<file path="src/hdl/apf_pkg.sv">
`timescale 1ns / 1ps
// ----------------------------------------------------------------------------
// apf_pkg: shared types and constants of the dual-channel audio packet FIFO
// Ring geometry, item formats, command and result codes, statistic indexes.
// ----------------------------------------------------------------------------
package apf_pkg;

  localparam int RING_DEPTH        = 4096;
  localparam int BYTES_PER_CHANNEL = 16;

  localparam int PTR_W  = $clog2(RING_DEPTH);
  localparam int FILL_W = $clog2(RING_DEPTH + 1);
  localparam int REM_W  = $clog2(2 * BYTES_PER_CHANNEL + 1);

  typedef enum logic [1:0] {
    CMD_PUSH  = 2'd0,
    CMD_DRAIN = 2'd1,
    CMD_CLEAR = 2'd2,
    CMD_READ  = 2'd3
  } cmd_t;

  typedef enum logic [2:0] {
    KIND_HEADER    = 3'd0,
    KIND_BYTE      = 3'd1,
    KIND_SHORT     = 3'd2,
    KIND_STAT      = 3'd3,
    KIND_BAD_INDEX = 3'd4
  } kind_t;

  localparam logic [0:0] REG_STEREO_MODE    = 1'b0;
  localparam logic [0:0] REG_ENCODER_ENABLE = 1'b1;

  localparam logic [3:0] STAT_IN_L   = 4'd0;
  localparam logic [3:0] STAT_IN_R   = 4'd1;
  localparam logic [3:0] STAT_OUT_L  = 4'd2;
  localparam logic [3:0] STAT_OUT_R  = 4'd3;
  localparam logic [3:0] STAT_FILL_L = 4'd4;
  localparam logic [3:0] STAT_FILL_R = 4'd5;
  localparam logic [3:0] STAT_MAX_L  = 4'd6;
  localparam logic [3:0] STAT_MAX_R  = 4'd7;
  localparam logic [3:0] STAT_MIN_L  = 4'd8;
  localparam logic [3:0] STAT_MIN_R  = 4'd9;

  typedef struct packed {
    cmd_t       command;
    logic       channel;
    logic [7:0] data_byte;
    logic [3:0] stat_index;
  } in_item_t;

  typedef struct packed {
    kind_t       result_kind;
    logic [31:0] result_value;
    logic        last_of_run;
  } out_item_t;

  typedef logic [1:0][FILL_W-1:0] fill_pair_t;

  // One fill change of one ring, or a statistics reset.
  typedef struct packed {
    logic              upd;
    logic              clr;
    logic              ch;
    logic              drained;
    logic [FILL_W-1:0] fill;
  } stat_evt_t;

  typedef struct packed {
    logic             we;
    logic             re;
    logic [PTR_W-1:0] addr;
    logic [7:0]       wdata;
  } ram_ctl_t;

endpackage

</file>
<file path="src/hdl/apf_stats.sv">
`timescale 1ns / 1ps
// ----------------------------------------------------------------------------
// apf_stats: per-channel traffic counters and fill watermarks
// Counts bytes in and out, tracks minimum and maximum fill, and serves reads.
// ----------------------------------------------------------------------------
module apf_stats (
  input  logic                clk,
  input  logic                rst,
  input  apf_pkg::stat_evt_t  evt,
  input  apf_pkg::fill_pair_t fill,
  input  logic [3:0]          sel,
  output logic [31:0]         value,
  output logic                bad
);
  import apf_pkg::*;

  logic [3:0][31:0]       count;
  logic [1:0][FILL_W-1:0] max_fill;
  logic [1:0][FILL_W-1:0] min_fill;
  logic [1:0]             cidx;
  logic [31:0]            count_inc;

  // A single incrementer serves all four counters; bit 1 selects bytes out.
  assign cidx      = {evt.drained, evt.ch};
  assign count_inc = count[cidx] + 32'd1;

  always_ff @(posedge clk) begin
    if (rst) begin
      count    <= '0;
      max_fill <= '0;
      min_fill <= '0;
    end else if (evt.clr) begin
      count    <= '0;
      max_fill <= fill;
      min_fill <= fill;
    end else if (evt.upd) begin
      count[cidx] <= count_inc;
      if (evt.fill > max_fill[evt.ch]) begin
        max_fill[evt.ch] <= evt.fill;
      end
      if (evt.fill < min_fill[evt.ch]) begin
        min_fill[evt.ch] <= evt.fill;
      end
    end
  end

  always_comb begin
    value = '0;
    bad   = 1'b0;
    unique case (sel)
      STAT_IN_L:   value = count[0];
      STAT_IN_R:   value = count[1];
      STAT_OUT_L:  value = count[2];
      STAT_OUT_R:  value = count[3];
      STAT_FILL_L: value = 32'(fill[0]);
      STAT_FILL_R: value = 32'(fill[1]);
      STAT_MAX_L:  value = 32'(max_fill[0]);
      STAT_MAX_R:  value = 32'(max_fill[1]);
      STAT_MIN_L:  value = 32'(min_fill[0]);
      STAT_MIN_R:  value = 32'(min_fill[1]);
      default:     bad   = 1'b1;
    endcase
  end

endmodule

</file>
<file path="config.mk">
export PLATFORM = sky130hd
export DESIGN_NAME = apf_stats
export DESIGN_NICKNAME = d
export VERILOG_FILES = /design/src/hdl/apf_pkg.sv /design/src/hdl/apf_stats.sv
export SDC_FILE = /design/constraint.sdc
export NUM_CORES = 1
export LEC_CHECK = 0
export BUFFER_PORTS_ARGS = -buffer_cell sky130_fd_sc_hd__buf_2
export CAP_MARGIN = 20
export CORE_MARGIN = 1.5
export CORE_UTILIZATION = 50
export DETAILED_ROUTE_END_ITERATION = 10
export HOLD_SLACK_MARGIN = 0.02
export PLACE_DENSITY = 0.7
export SLEW_MARGIN = 20
export SYNTH_ARGS = -nofsm -noshare
export SYNTH_HDL_FRONTEND = slang
export SYNTH_SLANG_ARGS = --single-unit
</file>
<file path="constraint.sdc">
create_clock -name clk -period 5.7 [get_ports clk]
set_clock_uncertainty 0.15 [all_clocks]
set_input_delay 1.425 -clock clk [delete_from_list [all_inputs] [get_ports clk]]
set_output_delay 1.425 -clock clk [all_outputs]
set_load 0.02 [all_outputs]
</file>
Word-level counts from Yosys, hierarchy flattened
Index checks and enable logic that the tools add are counted.
{ "totals": {"register_bits": 180, "latchBits": 0, "mem_bits_rw": 0, "mem_bits_ro": 0, "inputBits": 49, "out_inout_bits": 33, "word_cells": 55, "mem_count": 0} }
{ "op_classes": {"n_addsub": 1, "multipliers": 0, "div_mod_pow": 0, "n_lt_le_gt_ge": 6, "n_eq_ne": 9, "shift": 0, "mux": 21, "bitwise_logic": 0, "n_reduce_logical": 10} }
{ "ops": {"columns": ["operator", "n"], "rows": [
  ["one-hot mux 32 bit (10 select lines)", 1],
  ["2-to-1 mux 26 bit", 6],
  ["bitwise mux 128 bit", 1],
  ["2-to-1 mux 13 bit", 5],
  ["binary-select mux 32 bit (select 2 bit)", 1],
  ["demux 32 bit (select 2 bit)", 1],
  ["2-to-1 mux 32 bit", 2],
  ["bitwise mux 26 bit", 2],
  ["adder 32 x 1 -> 32 bit, second input constant", 1],
  ["equality test 4 x 3 -> 1 bit, second input constant", 4],
  ["demux 13 bit (select 1 bit)", 1],
  ["greater-than comparator 13 bit", 1],
  ["less-than comparator 13 bit", 1],
  ["OR reduction 10 bit", 1],
  ["equality test 4 x 2 -> 1 bit, second input constant", 2],
  ["equality test 4 bit, second input constant", 2],
  ["nonzero test 2 bit", 3],
  ["equality test 4 x 1 -> 1 bit, second input constant", 1],
  ["logical NOT 4 bit", 1],
  ["AND reduction 2 bit", 2],
  ["less-than comparator 2 x 3 -> 1 bit, second input constant", 1],
  ["greater-or-equal comparator 2 x 1 -> 1 bit, second input constant", 1],
  ["logical AND 1 bit", 2],
  ["less-than comparator 1 x 2 -> 1 bit, second input constant", 1],
  ["3 further kinds", 3]
]} }

Logic depth before layout (Yosys ltp)
{ "logic_depth": {"word_depth": 8, "mapped_depth": 14} }

Least setup slack after synthesis
OpenSTA, ideal clock, no wires.
{ "synth_path": {"path_kind": "input to register", "from": "in evt[14] (netlist name)", "to": "reg min_fill[10] (netlist name)", "setup_time_ns": 0.121, "arrival_time_ns": 4.472, "t_required_ns": 5.429, "path_slack_ns": 0.958, "stages": 14, "path_buffers": 6, "cell_sequence": "buf_4 -> buf_6 -> buf_6 -> clkbuf_1 -> buf_2 -> mux2i_1 -> ha_1 -> a21o_1 -> a21o_1 -> a21o_1 -> a221oi_1 -> a31oi_1 -> buf_2 -> mux2_2"} }
{ "synth_between": {"elab_chain_cells": 8, "elab_cells_between_ends": 14} }
{ "synth_rtl": {"columns": ["element", "line_no", "source"], "rows": [
  ["start: declaration", "apf_stats.sv:9", "input apf_pkg::stat_evt_t evt,"],
  ["parallel branches: the longest is 8 deep, another holds less-than comparator 13 bit", null, null],
  ["end signal: assignment", "apf_stats.sv:35", "min_fill <= fill;"],
  ["end signal: indexed assignment", "apf_stats.sv:42", "min_fill[evt.ch] <= evt.fill;"],
  ["end: declaration", "apf_stats.sv:19", "logic [1:0][FILL_W-1:0] min_fill;"]
]} }
Several ways; the timed one is not identified. The select of a mux whose other input is x is not followed.
A chain may end at the register's enable or synchronous reset.

Worst setup path after layout
{ "layout_path": {"from": "in sel[1]", "to": "out value[5]"} }
{ "layout_between": {"elab_chain_cells": 2, "elab_cells_between_ends": 11} }
{ "layout_rtl": {"columns": ["element", "line_no", "source"], "rows": [
  ["start: declaration", "apf_stats.sv:11", "input logic [3:0] sel,"],
  ["equality test 4 bit (tied with other cells)", "apf_stats.sv:50", "unique case (sel)"],
  ["one-hot mux 32 bit (10 select lines) *", "apf_stats.sv:50", null],
  ["end: declaration", "apf_stats.sv:12", "output logic [31:0] value,"]
]} }
Mark *: on every way between the ends. The rest lies on a longest branch, timed or not.

==> results.ini <==
[cts]
clock_pin_slew_reported_for_the_worst_setup_and_hold_paths_after_clock_tree_synthesis_ps=70
worstSkewPairLatency_ps=440
post_cts_resized=0
cts_sinks=180
max-clock-path-buffers=2
ctsRootBufferMaster=clkbuf_16
hold_buffers=0
cts_tree=done
cts_buffers=17
cts_htree_levels=4
post_cts_buffers=0

[worst_setup_path]
kind_of_start_point_of_the_critical_path=input port
critPathMaxStageDelay_ps=630
critPathSlowestCell=nor2_1
critPathRequiredTime_ps=4120
timing_worst_setup_path_type=in2out
cp.arrival_ps=3110
critical_path.most_common_cell=buf_2
worst-path-max-fanout=8
rr_worst_depth=9
setup.worst_path.end_class=output port
crit_chain=buf_2, nand2b_1, nor2_1, buf_4, a22oi_1, nand4_1, buf_2

[logic_synthesis]
post_synth_main_area_contributors=dfxtp_1, a22oi_1, mux4_2, a21oi_1, o21ai_0
synthCells=1057
netlist.top_cell.by_area=dfxtp_1
yosys.cell_types.count=53
synth_enable_flop_cells=0
post-synth-top-area-fraction=0.365
netlist_area_um2=9870
avgSynthCellArea_um2=9.34
synth_flop_cell=dfxtp_1
ys_warn_count=0
synth_nets=1132
synth-seq-cells=180
synth-seq-area-share=0.365
synth_async_sr_flop_share=0

[global_route]
overflow=0
gr-usage-all-layers=0.304
first_global_vias=8658
antenna_found_initial=0
grt_start_max_net_pins=67
wire_length_of_the_first_global_routing_pass_um=47900

[sta]
max_freq_mhz=213
slew_viol_final=0
max_slew_margin=0.396
final.setup.tns_ps=0
timing.final.crit_share=0.823
min_period_ps=4690
setup_violations=0
timing_hold_violations_final=0
grt_setup_unrepaired=false
timing_worst_slew_pin_value_ps=902

[detailed_routing]
wl_met2_um=14200
post_drt_wl_per_cell_um=22.3
route.vias.total=8935
route.final.wire_length_um=30600
vias_per_cell=6.52
met3_length_um=2670
routed.top_layer=met4
drt_iter0_drc=945
met1_length_um=12700
route.detailed.drc=0
route.antenna.remaining_nets=0
drtPass1Iterations=8

[floorplan]
floorplan.die_area_um2=20600
std_cell_rows=51
floorplan.initialDensity=0.509
die-width_um=144
die_height_um=144
io_pins=82
core_um2=19400

[pwr]
power.ir.vdd_worst_mv=0.218
pwr_dens_nw_per_um2=268
leakagePower_nw=4.31

[hold_path]
timing.hold.worst_path_depth=2
timing.hold.worst.class=reg2reg

[placement]
gpl.final_weighted_congestion=0.923
detailedPlacementHpwl_um=20000
buffer_ports.inserted=81
placedInstanceArea_um2=10400

[finish]
drive_above_1_share=0.194
layout.nets=1167
diodes=0
syn_to_final_growth_pct=11.9
design_area_um2=11100
filler_cell_count=1744

[run_status]
outcome=finished clean

[job]
max_cap_violations=0

logic make-up (layout without fill, tap and decap cells):
| logic type | Yosys count | count (layout) | synth area share |
|---|---|---|---|
| and+or+nand+nor | 244 | 244 | 0.125 |
| AOI/OAI and AO/OA | 387 | 387 | 0.259 |
| xor gates and xnor gates | 27 | 27 | 0.0262 |
| muxes | 97 | 97 | 0.145 |
| buffers and inverters | 96 | 144 | 0.0469 |
| DFF | 180 | 180 | 0.365 |
| adders and majority gates | 26 | 26 | 0.0329 |
cell usage after synthesis (all sizes together) (6+ instances only):
cell type,count
and3,6
buf,23
mux2i,39
a22oi,103
nand2b,7
clkbuf,70
o22ai,13
nand3,13
ha,26
dfxtp,180
nand2,42
and4,7
nor2b,30
a221oi,14
o21ai,78
mux2,27
a21o,11
nor2,94
a22o,39
xor2,22
nand4,29
a211oi,35
mux4,31
a21oi,81
placed cells by master (no fill, tap or decap), types with 4 or more instances in the layout:
master       n
a22o_1      39
and3_1       5
mux2_2      27
nand3_1     13
o21ai_0     78
clkbuf_16   17
xnor2_1      5
nor2b_1     29
inv_6        4
and4_1       6
buf_4       29
mux2i_1     37
dfxtp_1    180
xor2_1      19
o22ai_1     13
a21o_1      11
mux4_2      23
nand4_1     27
a21oi_1     81
nand2_1     42
buf_2       80
a22oi_1    103
nand2b_1     7
a211oi_1    35
nor2_1      92
ha_1        26
a221oi_1    14
mux4_1       6
cell type report:
cell class                      instances  area [um^2]  area share
Multi-Input combinational cell        781         5850       0.530
Timing Repair Buffer                  109          618      0.0559
Clock inverter                         12          166      0.0151
Sequential cell                       180         3600       0.326
Tap cell                              265          332      0.0300
Inverter                                3         11.3     0.00102
Clock buffer                           20          467      0.0422
critical path, delay by kind of cell:
family,cells,cell delay (ps)
buf+inv,3,620
simple gates,3,1000
compound gates,1,70
state kept, by name, summed over array words and instances, names as in the netlist:
name / cells
max_fill: 26
count: 128
min_fill: 26
report_power, final:
part           internal (W)  total [W]  switching (W)
registers           0.00130    0.00133      0.0000343
logic              0.000136   0.000357       0.000221
clock network      0.000735    0.00127       0.000538
routing by layer:
layer,vias to the layer above,global-route usage
met5,-,0
met4,0,0.135
met3,78,0.0516
met2,469,0.487
met1,4270,0.404
li1,4118,-
final timing paths:
path / startpoint / end / slack [ps]
max: sel[1] / value[5] / 1010
min: count[97]$_SDFFE_PP0P_ / count[97]$_SDFFE_PP0P_ / 340
max reg2reg: min_fill[15]$_SDFFE_PP0P_ / min_fill[1]$_SDFFE_PP0P_ / 2690
min reg2reg: count[97]$_SDFFE_PP0P_ / count[97]$_SDFFE_PP0P_ / 340
stage by stage:
stage	total power [W]	std cells	hold slack, ps	worst slack, ps	util
5_1_grt	0.00305	1370	360	912	0.570
3_5_place_dp	0.00171	1338	321	946	0.537
3_3_place_gp	0.00170	1338	314	996	0.537
4_1_cts	0.00296	1370	333	1050	0.570
6_report	0.00296	1370	342	1010	0.570
2_1_floorplan	0.00159	1057	296	958	-
(Power assumes the default switching activity.)
