==> src/hdl/apf_pkg.sv <==
`timescale 1ns / 1ps
// ----------------------------------------------------------------------------
// apf_pkg: shared types and constants of the dual-channel audio packet FIFO
// Ring geometry, item formats, command and result codes, statistic indexes.
// ----------------------------------------------------------------------------
package apf_pkg;

  localparam int RING_DEPTH        = 4096;
  localparam int BYTES_PER_CHANNEL = 16;

  localparam int PTR_W  = $clog2(RING_DEPTH);
  localparam int FILL_W = $clog2(RING_DEPTH + 1);
  localparam int REM_W  = $clog2(2 * BYTES_PER_CHANNEL + 1);

  typedef enum logic [1:0] {
    CMD_PUSH  = 2'd0,
    CMD_DRAIN = 2'd1,
    CMD_CLEAR = 2'd2,
    CMD_READ  = 2'd3
  } cmd_t;

  typedef enum logic [2:0] {
    KIND_HEADER    = 3'd0,
    KIND_BYTE      = 3'd1,
    KIND_SHORT     = 3'd2,
    KIND_STAT      = 3'd3,
    KIND_BAD_INDEX = 3'd4
  } kind_t;

  localparam logic [0:0] REG_STEREO_MODE    = 1'b0;
  localparam logic [0:0] REG_ENCODER_ENABLE = 1'b1;

  localparam logic [3:0] STAT_IN_L   = 4'd0;
  localparam logic [3:0] STAT_IN_R   = 4'd1;
  localparam logic [3:0] STAT_OUT_L  = 4'd2;
  localparam logic [3:0] STAT_OUT_R  = 4'd3;
  localparam logic [3:0] STAT_FILL_L = 4'd4;
  localparam logic [3:0] STAT_FILL_R = 4'd5;
  localparam logic [3:0] STAT_MAX_L  = 4'd6;
  localparam logic [3:0] STAT_MAX_R  = 4'd7;
  localparam logic [3:0] STAT_MIN_L  = 4'd8;
  localparam logic [3:0] STAT_MIN_R  = 4'd9;

  typedef struct packed {
    cmd_t       command;
    logic       channel;
    logic [7:0] data_byte;
    logic [3:0] stat_index;
  } in_item_t;

  typedef struct packed {
    kind_t       result_kind;
    logic [31:0] result_value;
    logic        last_of_run;
  } out_item_t;

  typedef logic [1:0][FILL_W-1:0] fill_pair_t;

  // One fill change of one ring, or a statistics reset.
  typedef struct packed {
    logic              upd;
    logic              clr;
    logic              ch;
    logic              drained;
    logic [FILL_W-1:0] fill;
  } stat_evt_t;

  typedef struct packed {
    logic             we;
    logic             re;
    logic [PTR_W-1:0] addr;
    logic [7:0]       wdata;
  } ram_ctl_t;

endpackage

==> src/hdl/apf_seq.sv <==
`timescale 1ns / 1ps
// ----------------------------------------------------------------------------
// apf_seq: command sequencer of the audio packet FIFO
// Holds ring pointers and fill levels, steps them through one shared pointer
// and fill unit, and drives the result register.
// ----------------------------------------------------------------------------
module apf_seq (
  input  logic                clk,
  input  logic                rst,
  input  logic                in_valid,
  output logic                in_stall,
  input  apf_pkg::in_item_t   in_data,
  output logic                out_valid,
  input  logic                out_stall,
  output apf_pkg::out_item_t  out_data,
  input  logic                stereo_mode,
  input  logic                encoder_enable,
  output apf_pkg::ram_ctl_t   ram_l,
  output apf_pkg::ram_ctl_t   ram_r,
  input  logic [7:0]          rdata_l,
  input  logic [7:0]          rdata_r,
  output apf_pkg::stat_evt_t  evt,
  output apf_pkg::fill_pair_t fill,
  output logic [3:0]          stat_sel,
  input  logic [31:0]         stat_value,
  input  logic                stat_bad
);
  import apf_pkg::*;

  typedef enum logic [2:0] {
    S_IDLE,
    S_PUSH,
    S_DRAIN,
    S_RADDR,
    S_RDATA,
    S_STAT,
    S_CLEAR
  } state_t;

  state_t                state;
  in_item_t              item;
  logic [1:0][PTR_W-1:0] wp;
  logic [1:0][PTR_W-1:0] rp;
  logic                  sel;
  logic [REM_W-1:0]      remaining;

  logic              push_op;
  logic              wch;
  logic [PTR_W-1:0]  ptr_cur;
  logic [PTR_W-1:0]  ptr_inc;
  logic [FILL_W-1:0] fill_cur;
  logic [FILL_W-1:0] fill_new;
  logic              full;
  logic              drain_ok;
  logic              slot_free;
  logic [7:0]        rd_byte;

  // Shared step unit: one pointer incrementer and one fill adder. A push and
  // a drained byte both go through it; on a full ring the read pointer equals
  // the write pointer, so both take the same incremented value.
  always_comb begin
    push_op  = (state == S_PUSH);
    wch      = push_op ? item.channel : sel;
    ptr_cur  = push_op ? wp[wch] : rp[wch];
    ptr_inc  = (ptr_cur == PTR_W'(RING_DEPTH - 1)) ? '0 : ptr_cur + 1'b1;
    fill_cur = fill[wch];
    full     = (fill_cur == FILL_W'(RING_DEPTH));
    if (push_op) begin
      fill_new = full ? fill_cur : fill_cur + 1'b1;
    end else begin
      fill_new = fill_cur - 1'b1;
    end
  end

  always_comb begin
    if (stereo_mode) begin
      drain_ok = (fill[0] >= FILL_W'(BYTES_PER_CHANNEL)) &&
                 (fill[1] >= FILL_W'(BYTES_PER_CHANNEL));
    end else begin
      drain_ok = (fill[1] >= FILL_W'(2 * BYTES_PER_CHANNEL));
    end
  end

  assign slot_free = !out_valid || !out_stall;
  assign in_stall  = (state != S_IDLE);
  assign rd_byte   = sel ? rdata_r : rdata_l;
  assign stat_sel  = item.stat_index;

  always_comb begin
    ram_l.we    = push_op && !item.channel;
    ram_l.re    = (state == S_RADDR) && !sel;
    ram_l.addr  = ptr_cur;
    ram_l.wdata = item.data_byte;
    ram_r.we    = push_op && item.channel;
    ram_r.re    = (state == S_RADDR) && sel;
    ram_r.addr  = ptr_cur;
    ram_r.wdata = item.data_byte;
  end

  always_comb begin
    evt.upd     = push_op || (state == S_RADDR);
    evt.clr     = (state == S_CLEAR);
    evt.ch      = wch;
    evt.drained = (state == S_RADDR);
    evt.fill    = fill_new;
  end

  always_ff @(posedge clk) begin
    if (rst) begin
      state     <= S_IDLE;
      out_valid <= 1'b0;
      wp        <= '0;
      rp        <= '0;
      fill      <= '0;
    end else begin
      // The result register loads in exactly the states that emit a result.
      if (slot_free) begin
        out_valid <= (state == S_DRAIN) || (state == S_RDATA) || (state == S_STAT);
      end
      unique case (state)
        S_IDLE: begin
          if (in_valid) begin
            item <= in_data;
            unique case (in_data.command)
              CMD_PUSH:  state <= S_PUSH;
              CMD_DRAIN: state <= S_DRAIN;
              CMD_CLEAR: state <= S_CLEAR;
              CMD_READ:  state <= S_STAT;
            endcase
          end
        end
        S_PUSH: begin
          wp[wch]   <= ptr_inc;
          fill[wch] <= fill_new;
          if (full) begin
            rp[wch] <= ptr_inc;
          end
          state <= S_IDLE;
        end
        S_DRAIN: begin
          if (slot_free) begin
            if (!drain_ok) begin
              out_data <= '{result_kind: KIND_SHORT, result_value: '0, last_of_run: 1'b1};
              state    <= S_IDLE;
            end else begin
              out_data <= '{result_kind: KIND_HEADER,
                            result_value: 32'({encoder_enable, stereo_mode}),
                            last_of_run: 1'b0};
              sel       <= !stereo_mode;
              remaining <= stereo_mode ? REM_W'(BYTES_PER_CHANNEL)
                                       : REM_W'(2 * BYTES_PER_CHANNEL);
              state     <= S_RADDR;
            end
          end
        end
        S_RADDR: begin
          // The RAM read is issued at the old pointer in this cycle.
          rp[wch]   <= ptr_inc;
          fill[wch] <= fill_new;
          state     <= S_RDATA;
        end
        S_RDATA: begin
          if (slot_free) begin
            out_data  <= '{result_kind: KIND_BYTE,
                           result_value: 32'(rd_byte),
                           last_of_run: sel && (remaining == REM_W'(1))};
            if (remaining == REM_W'(1)) begin
              if (!sel) begin
                sel       <= 1'b1;
                remaining <= REM_W'(BYTES_PER_CHANNEL);
                state     <= S_RADDR;
              end else begin
                state <= S_IDLE;
              end
            end else begin
              remaining <= remaining - 1'b1;
              state     <= S_RADDR;
            end
          end
        end
        S_STAT: begin
          if (slot_free) begin
            out_data  <= '{result_kind: stat_bad ? KIND_BAD_INDEX : KIND_STAT,
                           result_value: stat_value,
                           last_of_run: 1'b1};
            state     <= S_IDLE;
          end
        end
        S_CLEAR: begin
          state <= S_IDLE;
        end
        default: begin
          state <= S_IDLE;
        end
      endcase
    end
  end

endmodule

==> config.mk <==
export PLATFORM = sky130hd
export DESIGN_NAME = apf_seq
export DESIGN_NICKNAME = d
export VERILOG_FILES = /design/src/hdl/apf_pkg.sv /design/src/hdl/apf_seq.sv
export SDC_FILE = /design/constraint.sdc
export NUM_CORES = 1
export LEC_CHECK = 0
export BUFFER_PORTS_ARGS = -buffer_cell sky130_fd_sc_hd__buf_2
export CAP_MARGIN = 30
export CORE_MARGIN = 2
export CORE_UTILIZATION = 45
export CTS_CLUSTER_DIAMETER = 60
export DETAILED_ROUTE_END_ITERATION = 12
export GPL_TIMING_DRIVEN = 0
export PLACE_DENSITY = 0.7
export SYNTH_ARGS = -nofsm -noshare
export SYNTH_HDL_FRONTEND = slang
export SYNTH_SLANG_ARGS = --single-unit
export TNS_END_PERCENT = 20
==> constraint.sdc <==
create_clock -name clk -period 5.26 [get_ports clk]
set_input_delay 1.315 -clock clk [delete_from_list [all_inputs] [get_ports clk]]
set_output_delay 1.315 -clock clk [all_outputs]
set_load 0.01 [all_outputs]
# Word-level counts from Yosys, hierarchy flattened
# Cells that the tools add are included.
# Widths: inputs -> output; s select.
word_totals:
  register_bits: 134
  output_inout_bits: 129
classes:
  mux: 49
  n_addsub: 4
  order_cmp: 5
  n_eq_ne: 20
  n_reduce_logical: 29
  bitwise: 1
ops:
  columns: ["cell", "count"]
  rows:
  - ["$mux 36", 3]
  - ["$pmux 36 s3", 1]
  - ["$mux 12", 7]
  - ["$mux 13", 5]
  - ["$bwmux 24", 2]
  - ["$pmux 24 s2", 1]
  - ["$mux 6", 6]
  - ["$mux 35", 1]
  - ["$bwmux 26", 1]
  - ["$ge 13x5->1 const B", 2]
  - ["$mux 24", 1]
  - ["$mux 3", 6]
  - ["$pmux 3 s5", 1]
  - ["$add 13x1->13 const B", 1]
  - ["$demux 13 s1", 1]
  - ["$eq 13x13->1 const B", 1]
  - ["$ge 13x6->1 const B", 1]
  - ["$sub 13x1->13 const B", 1]
  - ["$add 12x1->12 const B", 1]
  - ["$demux 12 s1", 1]
  - ["$eq 12x12->1 const B", 1]
  - ["$pmux 3 s4", 1]
  - ["$pmux 6 s2", 1]
  - ["$reduce_and 6->1", 2]
  - ["other kinds (29)", 59]

# Longest topological paths before layout
# Gate-level depths: netlist of run 1.
depth:
  ltp_word: 10
  depth_mapped: 18

# Worst setup path after synthesis of run 1
# Ideal clock, no wire load.
synth_path:
  kind: "reg-to-output"
  startpoint: "reg state[0]"
  endpoint: "out evt[8] (netlist bit)"
  setup_slack_ns: 0.397
  arrival_time_ns: 3.548
  path_stages_with_launch: 16
  path_cell_list: "dfxtp_1 buf_4 nor3b_1 buf_2 nand2_2 inv_2 a21oi_4 buf_6 buf_2 mux2i_1 ha_1 or3b_1 or4b_2 o21ai_0 a21oi_1 xor2_1"
synth_rtl:
  columns: ["element", "line_no", "text"]
  rows:
  - ["from (decl)", "apf_seq.sv:40", "state_t state;"]
  - ["from (signal assigned)", "apf_seq.sv:110", "state <= S_IDLE;"]
  - ["from (signal assigned)", "apf_seq.sv:125", "CMD_PUSH: state <= S_PUSH;"]
  - ["from (signal assigned)", "apf_seq.sv:126", "CMD_DRAIN: state <= S_DRAIN;"]
  - ["to (decl)", "apf_seq.sv:22", "output apf_pkg::stat_evt_t evt,"]

==> impl_metrics.toml, run 1 <==
[clock_tree]
cts_buffer_depth = 2
postCtsHoldBufs = 0
cts_tree = "built"
cts_root_buf = "clkbuf_16"
cts.sinks = 134
insertion_delay_ns = 0.43
clkSlewWorstSetupHoldPaths_ns = 0.07
numCtsBuffers = 17
htreeDepth = 4

[drt]
via_per_inst = 5.23
antenna_left = 0
vias = 6264
drt_iter0_drc = 354
routedWlPerCell_um = 17.3
drcViolationCount = 0
wl_um = 20700
first_pass_iters = 4

[global_routing]
grt_max_degree = 17
grt.busiest_layer = "met2"
antenna_found_initial = 3
grt_pass1_vias = 5689
met1_usage_pct = 31.5
use_met3_pct = 5.66
grt_overflow = 0
gr-usage-all-layers_pct = 24.3
met2_usage_pct = 39.1
grt_pass1_wl_um = 31100

[timing]
fmax_mhz = 194
min_period_over_period_pct = 98.2
final_hold_viol_count = 0
fin_crit_ns = 5.16
finalSetupTns_ns = 0
holdWs_ns = 0.458
finalSetupViolations = 0
slew_headroom_pct = 37.2
worst_slew_pin_slew_ns = 0.939
drv_slew = 0
fin_skew_ns = 0.0118

[finish]
drive_gt1_share_pct = 33.6
num-fill-cells = 1356
most-common-layout-cells = "199 x buf_2, 89 x nor2_1, 77 x dfxtp_1, 68 x mux2i_1, 56 x edfxtp_1"
num-nets-final = 1049
final_common_cell = "buf_2"
syn_to_final_growth_pct = 29.0
post-route-util_pct = 60.0
regArea_mm2 = 0.00324
multi_input_area_mm2 = 0.00339

[synth]
synth_area_leaders = "edfxtp_1 24%, dfxtp_1 22%, mux2i_1 9.7%"
synth-seq-area-share_pct = 45.5
synth_top_area_share_pct = 23.6
syn-cell-area_mm2 = 0.00713
synth-edff-count = 56
ys_warn_count = 0
avgSynthCellArea_um2 = 9.71
synth_flop_cell = "dfxtp_1"
ys_types = 65
synthArstFlopShare_pct = 0
yosys.area.top_type = "edfxtp_1"
synthesis.nets = 812
synth_seq_cells = 134
syn_inst = 734

[worst_setup_path]
end_kind = "output port"
critPathKind = "flip-flop to output port"
crit_start = "state[0]"
cpPeakStageDelay_ns = 0.48
cp_slowest_cell = "or4_1"
worstPathArrival_ns = 3.85
r2r_setup_slack_ns = 1.47
critPathLaunchType = "flip-flop"
cp_data_required_time_ns = 3.94
cp_max_fo = 5
worstPathCellList = "buf_6 -> or3b_4 -> buf_6 -> a21oi_4 -> buf_6 -> buf_12 -> mux2i_4 -> ha_2 -> or3b_4 -> nand3b_1 -> mux2_4 -> or4_1 -> o311a_1 -> buf_2"
r2r_start = "state[0]"
crit_top_cell = "buf_6"

[placement]
dpl.hpwl_um = 14900
gp_congestion = 0.937
io_buffers = 198

[die]
std_cell_rows = 45
die_x_um = 130
fp.dieArea_mm2 = 0.0169
die_y_um = 130
coreArea_mm2 = 0.0153
ioPinCount = 199
floorplan.initialDensity_pct = 46.5

[power_and_ir_drop]
seqPwrFrac_pct = 36.3
powerDensity_mw_per_mm2 = 372
switching_share_pct = 34.2
pwr-share-clk_pct = 33.1
p_sw_uw = 1170
comb_power_share_pct = 30.6
power.leakage_uw = 0.00397
vdd_drop_max_mv = 0.251
p_int_uw = 2250

[flow_run]
cap_violations = 0

[worst_hold_path]
min_from = "wp[1]"
hold_class = "flip-flop to flip-flop"

[status]
status = "complete, no violations"
[final timing paths]
check                           cells past startpoint       end
worst min-delay path                                2     wp[1]
worst max register to register                     17  fill[14]
worst max-delay path                               14    evt[1]
worst min register to register                      2     wp[1]
[cell usage after synthesis, types with 17 or more instances]
cell type / n
buf_4: 38
nand2_1: 52
clkbuf_1: 31
inv_1: 17
o21ai_0: 24
a211oi_1: 26
and3_1: 31
mux2i_1: 69
dfxtp_1: 78
edfxtp_1: 56
xnor2_1: 23
nor2_1: 90
a21oi_1: 34
[what timing repair did]
action	in CTS	in global routing
setup buffers	8	8
pin swaps	3	1
gates resized for setup	13	6
cloned	0	0
setup endpoints to repair	8	6
[critical path, delay by kind of cell, from the launching register on]
| family | cells | cell delay (ns) |
|---|---|---|
| AND/OR/NAND/NOR | 4 | 1.40 |
| buffers and inverters | 5 | 0.63 |
| multiplexers | 2 | 0.56 |
| flip-flops | 1 | 0.33 |
| AO/OA/AOI/OAI | 2 | 0.28 |
| adder cells (fa/ha/maj) | 1 | 0.21 |
[state kept, by name (all words and copies together), names as in the netlist, 3 cells and up]
signal     cells
ram_l          8
wp            24
out_data      36
rp            24
state          3
remaining      6
stat_sel       4
fill          26
[power groups by stage]
| stage | logic (uW) | registers, uW | clock network, uW |
|---|---|---|---|
| 2_1_floorplan | 618 | 1270 | 0 |
| 3_3_place_gp | 950 | 1260 | 0 |
| 3_5_place_dp | 969 | 1260 | 0 |
| 4_1_cts | 1020 | 1240 | 1140 |
| 5_1_grt | 1140 | 1250 | 1200 |
| 6_report | 1050 | 1240 | 1130 |
[through the flow]
step / area [um^2] / worst slack, ns / power, uW / cells
after floorplan: 7130 / 0.397 / 1890 / 734
after global placement: 8380 / -0.840 / 2210 / 1143
after detailed placement: 8440 / -0.292 / 2230 / 1147
after CTS: 9100 / 0.00966 / 3400 / 1187
after global routing: 9190 / -0.0144 / 3590 / 1198
final: 9190 / 0.0951 / 3420 / 1198
[cell families (layout without fill, tap and decap cells)]
group | Yosys count | in the layout | synth area share [%]
multiplexers | 77 | 77 | 11.2
AND/OR/NAND/NOR | 267 | 267 | 19.5
other | 0 | 3 | 0
adder cells (fa/ha/maj) | 8 | 8 | 1.40
AO/OA/AOI/OAI | 114 | 114 | 10.3
flip-flops | 134 | 134 | 45.5
XOR/XNOR | 36 | 36 | 4.42
buffers and inverters | 98 | 348 | 7.67
[layout make-up]
cell class | instances | area share, %
multi-input combinational | 502 | 36.9
sequential | 134 | 35.3
tap | 211 | 2.87
clock buffer | 17 | 4.63
timing repair buffer | 218 | 12.6
clock inverter | 15 | 1.44
inverter | 19 | 0.831
buffer | 79 | 5.38
antenna | 3 | 0.0817
[metal layers]
metal | wire (um) | vias up
met2 | 9630 | 289
li1 | - | 3056
met5 | 0 | -
met4 | 547 | 0
met1 | 8910 | 2881
met3 | 1580 | 38
(Power assumes the default switching activity.)
==> inputs of run 2 (changes only) <==
--- a/config.mk
+++ b/config.mk
@@ -13,6 +13,7 @@
 export DETAILED_ROUTE_END_ITERATION = 12
 export GPL_TIMING_DRIVEN = 0
 export PLACE_DENSITY = 0.7
+export RECOVER_POWER = 100
 export SYNTH_ARGS = -nofsm -noshare
 export SYNTH_HDL_FRONTEND = slang
 export SYNTH_SLANG_ARGS = --single-unit
==> impl_metrics.toml, run 2 (synthesis gave the netlist of run 1 again) <==
[finish]
top_register = "out_data"
reg.largest.list = "out_data x36, fill x26"
num-fill-cells = 1360
multi_input_area_mm2 = 0.00339
regArea_mm2 = 0.00324
fin_area_mm2 = 0.00918
syn_to_final_growth_pct = 28.9
largest_register_ffs = 36
num-nets-final = 1049
most-common-layout-cells = "197 x buf_2, 89 x nor2_1, 77 x dfxtp_1, 68 x mux2i_1, 56 x edfxtp_1"
drive_gt1_share_pct = 33.2
final_common_cell = "buf_2"

[placement]
io_buffers = 198
place_area_mm2 = 0.00844
dpl.hpwl_um = 14900
gp_congestion = 0.937

[drt]
wl_um = 20700
via_per_inst = 5.21
first_pass_iters = 5
drcViolationCount = 0
antenna_left = 0
vias = 6242
drt_iter0_drc = 323
routedWlPerCell_um = 17.2

[die]
die_y_um = 130
ioPinCount = 199
coreArea_mm2 = 0.0153
fp.dieArea_mm2 = 0.0169
std_cell_rows = 45
die_x_um = 130
floorplan.initialDensity_pct = 46.5

[timing]
final_hold_viol_count = 0
drv_slew = 0
fin_skew_ns = 0.0101
finalSetupViolations = 0
min_period_over_period_pct = 98.2
worst_slew_pin_slew_ns = 0.938
fmax_mhz = 194
fin_crit_ns = 5.17
slew_headroom_pct = 37.3

[global_routing]
gr-usage-all-layers_pct = 24.3
met1_usage_pct = 31.5
grt_pass1_wl_um = 31100
antenna_found_initial = 3
grt_overflow = 0
use_met3_pct = 5.66
grt_pass1_vias = 5689
met2_usage_pct = 39.1
grt_max_degree = 17
grt.busiest_layer = "met2"

[worst_setup_path]
crit_start = "state[0]"
reg2reg_to = "fill[14]"
worstPathArrival_ns = 3.85
cp_max_fo = 5
critPathLaunchType = "flip-flop"
r2r_cells = 17
cp_data_required_time_ns = 3.94
r2r_start = "state[0]"
critPathKind = "flip-flop to output port"
end_kind = "output port"
crit_end = "evt[1]"
r2r_setup_slack_ns = 1.47

[power_and_ir_drop]
vdd_drop_max_mv = 0.248
power_uw = 3420
powerDensity_mw_per_mm2 = 372
power.leakage_uw = 0.00396

[clock_tree]
postCtsHoldBufs = 0
cts_buffer_depth = 2
numCtsBuffers = 17
cts_tree = "built"
cts_root_buf = "clkbuf_16"
cts.sinks = 134
insertion_delay_ns = 0.43
clkSlewWorstSetupHoldPaths_ns = 0.07
htreeDepth = 4

[flow_run]
cap_violations = 0

[worst_hold_path]
hold_class = "flip-flop to flip-flop"

[status]
status = "complete, no violations"
## run 2: changes by cell type in the layout (fill, tap and decap cells not counted)
cell and delta:
a31o_2 -1, buf_2 -2, buf_4 -1, clkbuf_1 +3
a31o_1 +1
## run 2: worst max-delay path: stages, from the launching register on
cell      delay, ns
dfxtp_1        0.33
buf_6          0.10
or3b_4         0.36
buf_6          0.13
a21oi_4        0.13
buf_6          0.14
buf_12         0.11
mux2i_4        0.23
ha_2           0.21
or3b_4         0.39
nand3b_1       0.17
mux2_4         0.33
or4_1          0.48
o311a_1        0.15
buf_2          0.15
## run 2: final cells by class
type,instances,share of cell area [%]
timing repair buffer,218,12.5
buffer,79,5.38
clock buffer,17,4.63
clock inverter,15,1.44
antenna,3,0.0818
inverter,19,0.831
tap,211,2.88
multi-input combinational,502,36.9
sequential,134,35.3
## run 2: per-layer routing
layer	routed length [um]	vias to the layer above
met5	0	-
met4	495	0
met3	1540	36
met2	9690	247
met1	8940	2905
li1	-	3054
## run 2: metrics by stage
stage | util [%] | setup TNS, ns | setup WS, ns | hold WS (ns) | cells
final | 60.0 | 0 | 0.0945 | 0.458 | 1198
after global routing | 60.0 | -0.0134 | -0.0134 | 0.491 | 1198
after CTS | 59.5 | 0 | 0.00966 | 0.462 | 1187
after detailed placement | 55.1 | -1.28 | -0.292 | 0.454 | 1147
after global placement | 54.7 | -31.37 | -0.840 | 0.444 | 1143
after floorplan | - | 0 | 0.397 | 0.436 | 734
## run 2: worst min-delay path by stage
stage | start | endpoint | slack, ns | cells past startpoint
floorplan | wp[0] | wp[0] | 0.44 | 2
finish | wp[1] | wp[1] | 0.46 | 2
global placement | wp[0] | wp[0] | 0.44 | 2
global route | rp[21] | rp[21] | 0.49 | 2
detailed placement | wp[1] | wp[1] | 0.45 | 2
CTS | wp[1] | wp[1] | 0.46 | 2
## run 2: report_power, final
part / total, uW / internal [uW] / switching (uW)
Combinational: 1040 / 443 / 602
Sequential: 1240 / 1180 / 56.7
Clock: 1130 / 622 / 511
Total: 3420 / 2250 / 1170
## run 2: repair_timing
item,4_1_cts,5_1_grt
endpoints found under the setup margin,8,6
buffers inserted,8,8
pin swaps,3,1
resized for setup,13,6
==> inputs of run 3 (changes only) <==
--- a/config.mk
+++ b/config.mk
@@ -5,15 +5,15 @@
 export SDC_FILE = /design/constraint.sdc
 export NUM_CORES = 1
 export LEC_CHECK = 0
-export BUFFER_PORTS_ARGS = -buffer_cell sky130_fd_sc_hd__buf_2
 export CAP_MARGIN = 30
 export CORE_MARGIN = 2
 export CORE_UTILIZATION = 45
 export CTS_CLUSTER_DIAMETER = 60
 export DETAILED_ROUTE_END_ITERATION = 12
+export DONT_BUFFER_PORTS = 1
 export GPL_TIMING_DRIVEN = 0
-export PLACE_DENSITY = 0.7
 export RECOVER_POWER = 100
+export REMOVE_ABC_BUFFERS = 1
 export SYNTH_ARGS = -nofsm -noshare
 export SYNTH_HDL_FRONTEND = slang
 export SYNTH_SLANG_ARGS = --single-unit
==> impl_metrics.toml, run 3 (synthesis gave the netlist of run 1 again) <==
[placement]
dpl.hpwl_um = 11900
io_buffers = 0
gp_congestion = 0.820

[global_routing]
antenna_found_initial = 0
grt_pass1_wl_um = 27400
gr-usage-all-layers_pct = 21.1
grt_max_degree = 85
met2_usage_pct = 36.2
grt_pass1_vias = 5055
met1_usage_pct = 25.1
use_met3_pct = 6.31
grt_overflow = 0
grt.busiest_layer = "met2"

[clock_tree]
htreeDepth = 4
cts_buffer_depth = 2
insertion_delay_ns = 0.42
clkSlewWorstSetupHoldPaths_ns = 0.06
cts.sinks = 134
numCtsBuffers = 17
cts_tree = "built"
cts_root_buf = "clkbuf_16"

[timing]
holdWs_ns = 0.450
slew_headroom_pct = 31.5
fmax_mhz = 196
drv_slew = 0
finalSetupViolations = 0
fin_crit_ns = 5.10
worst_slew_pin_slew_ns = 0.999
rsz0062_at_grt = "true"
finalSetupTns_ns = 0
min_period_over_period_pct = 97.0
fin_skew_ns = 0.00758
final_hold_viol_count = 0

[worst_setup_path]
critPathKind = "flip-flop to output port"
r2r_cells = 14
critPathLaunchType = "flip-flop"
r2r_setup_slack_ns = 1.57
crit_end = "evt[8]"
cp_max_fo = 11
end_kind = "output port"
r2r_start = "state[0]"
reg2reg_to = "fill[8]"
cp_data_required_time_ns = 3.94
crit_start = "state[0]"
worstPathArrival_ns = 3.79

[die]
fp.dieArea_mm2 = 0.0169
die_x_um = 130
ioPinCount = 199
std_cell_rows = 45
floorplan.initialDensity_pct = 46.5
coreArea_mm2 = 0.0153
die_y_um = 130

[power_and_ir_drop]
powerDensity_mw_per_mm2 = 410
power.leakage_uw = 0.00284
vdd_drop_max_mv = 0.226

[finish]
reg.largest.list = "out_data x36, fill x26"
largest_register_ffs = 36
post-route-util_pct = 50.5
num-nets-final = 770
syn_to_final_growth_pct = 8.60
final_common_cell = "nor2_1"
num-fill-cells = 1417
diodes = 0
most-common-layout-cells = "89 x nor2_1, 75 x dfxtp_1, 69 x mux2i_1, 56 x edfxtp_1, 52 x nand2_1"
top_register = "out_data"
drive_gt1_share_pct = 12.9

[drt]
wl_um = 17900
vias = 5283
drcViolationCount = 0
antenna_left = 0
routedWlPerCell_um = 19.5
via_per_inst = 5.77
drt_iter0_drc = 363
first_pass_iters = 6

[flow_run]
cap_violations = 0

[status]
status = "complete, no violations"

[worst_hold_path]
hold_class = "flip-flop to flip-flop"
run 3: cell count changes in the layout (fill, tap and decap cells not counted), moves of 2 or more:
| cell | delta |
|---|---|
| buf_2 | -196 |
| buf_4 | -43 |
| clkbuf_1 | -34 |
| buf_6 | -5 |
| buf_1 | -3 |
| diode_2 | -3 |
| inv_8 | +3 |
| dfxtp_1 | -2 |
| dfxtp_4 | +2 |
| inv_6 | -2 |
run 3: how the worst min path moves through the flow:
stage            from     end  slack (ns)  cells past startpoint
6_report       wp[13]  wp[13]        0.45                      2
5_1_grt        wp[13]  wp[13]        0.48                      2
4_1_cts        wp[13]  wp[13]        0.45                      2
3_5_place_dp   wp[13]  wp[13]        0.44                      2
3_3_place_gp    wp[1]   wp[1]        0.44                      2
2_1_floorplan   wp[0]   wp[0]        0.43                      2
run 3: critical path: stages, from the launching register on:
cell and delay (ns):
dfxtp_4 0.38, nor3b_4 0.17, buf_6 0.15, nand2_8 0.13, inv_8 0.08, a21oi_4 0.19, mux2_2 0.39, inv_1 0.07
ha_2 0.20, or3b_1 0.38, or4b_2 0.64, o21ai_2 0.18, a21oi_2 0.11, xor2_1 0.28
run 3: layout make-up:
class	instances	area [um^2]	area share, %
inverters	19	81.3	1.05
clock inverters	15	134	1.73
clock buffers	17	425	5.50
well taps	211	264	3.41
repair buffers	16	153	1.97
repair inverters	1	6.26	0.0808
multi-input cells	503	3420	44.2
flip-flops and latches	134	3250	42.0
run 3: power breakdown:
group / leakage (uW) / internal [uW] / switching, uW
Clock: 0.000270 / 623 / 501
Sequential: 0.00115 / 1190 / 117
Combinational: 0.00142 / 272 / 473
run 3: layer usage:
metal  wire, um  part of all wire [%]
met1       7360                    41
met2       8970                    50
met3       1280                   7.1
met4        274                   1.5
met5          0                     0
run 3: repair_timing:
item                       CTS  global route
pin swaps                    2             1
setup endpoints to repair   16             6
resized for setup           13             8
buffers inserted             7             4
hold buffers                 0             0
cloned                       2             0
run 3: per-stage QoR:
| step | instances | power [uW] | setup slack [ns] | area [um^2] |
|---|---|---|---|---|
| final | 916 | 3180 | 0.159 | 7740 |
| after global routing | 916 | 3330 | -0.0705 | 7740 |
| after CTS | 912 | 3170 | 0.0570 | 7670 |
| after detailed placement | 871 | 2010 | -1.15 | 7010 |
| after global placement | 866 | 1980 | -3.56 | 6920 |
| after floorplan | 655 | 1830 | -1.22 | 6650 |
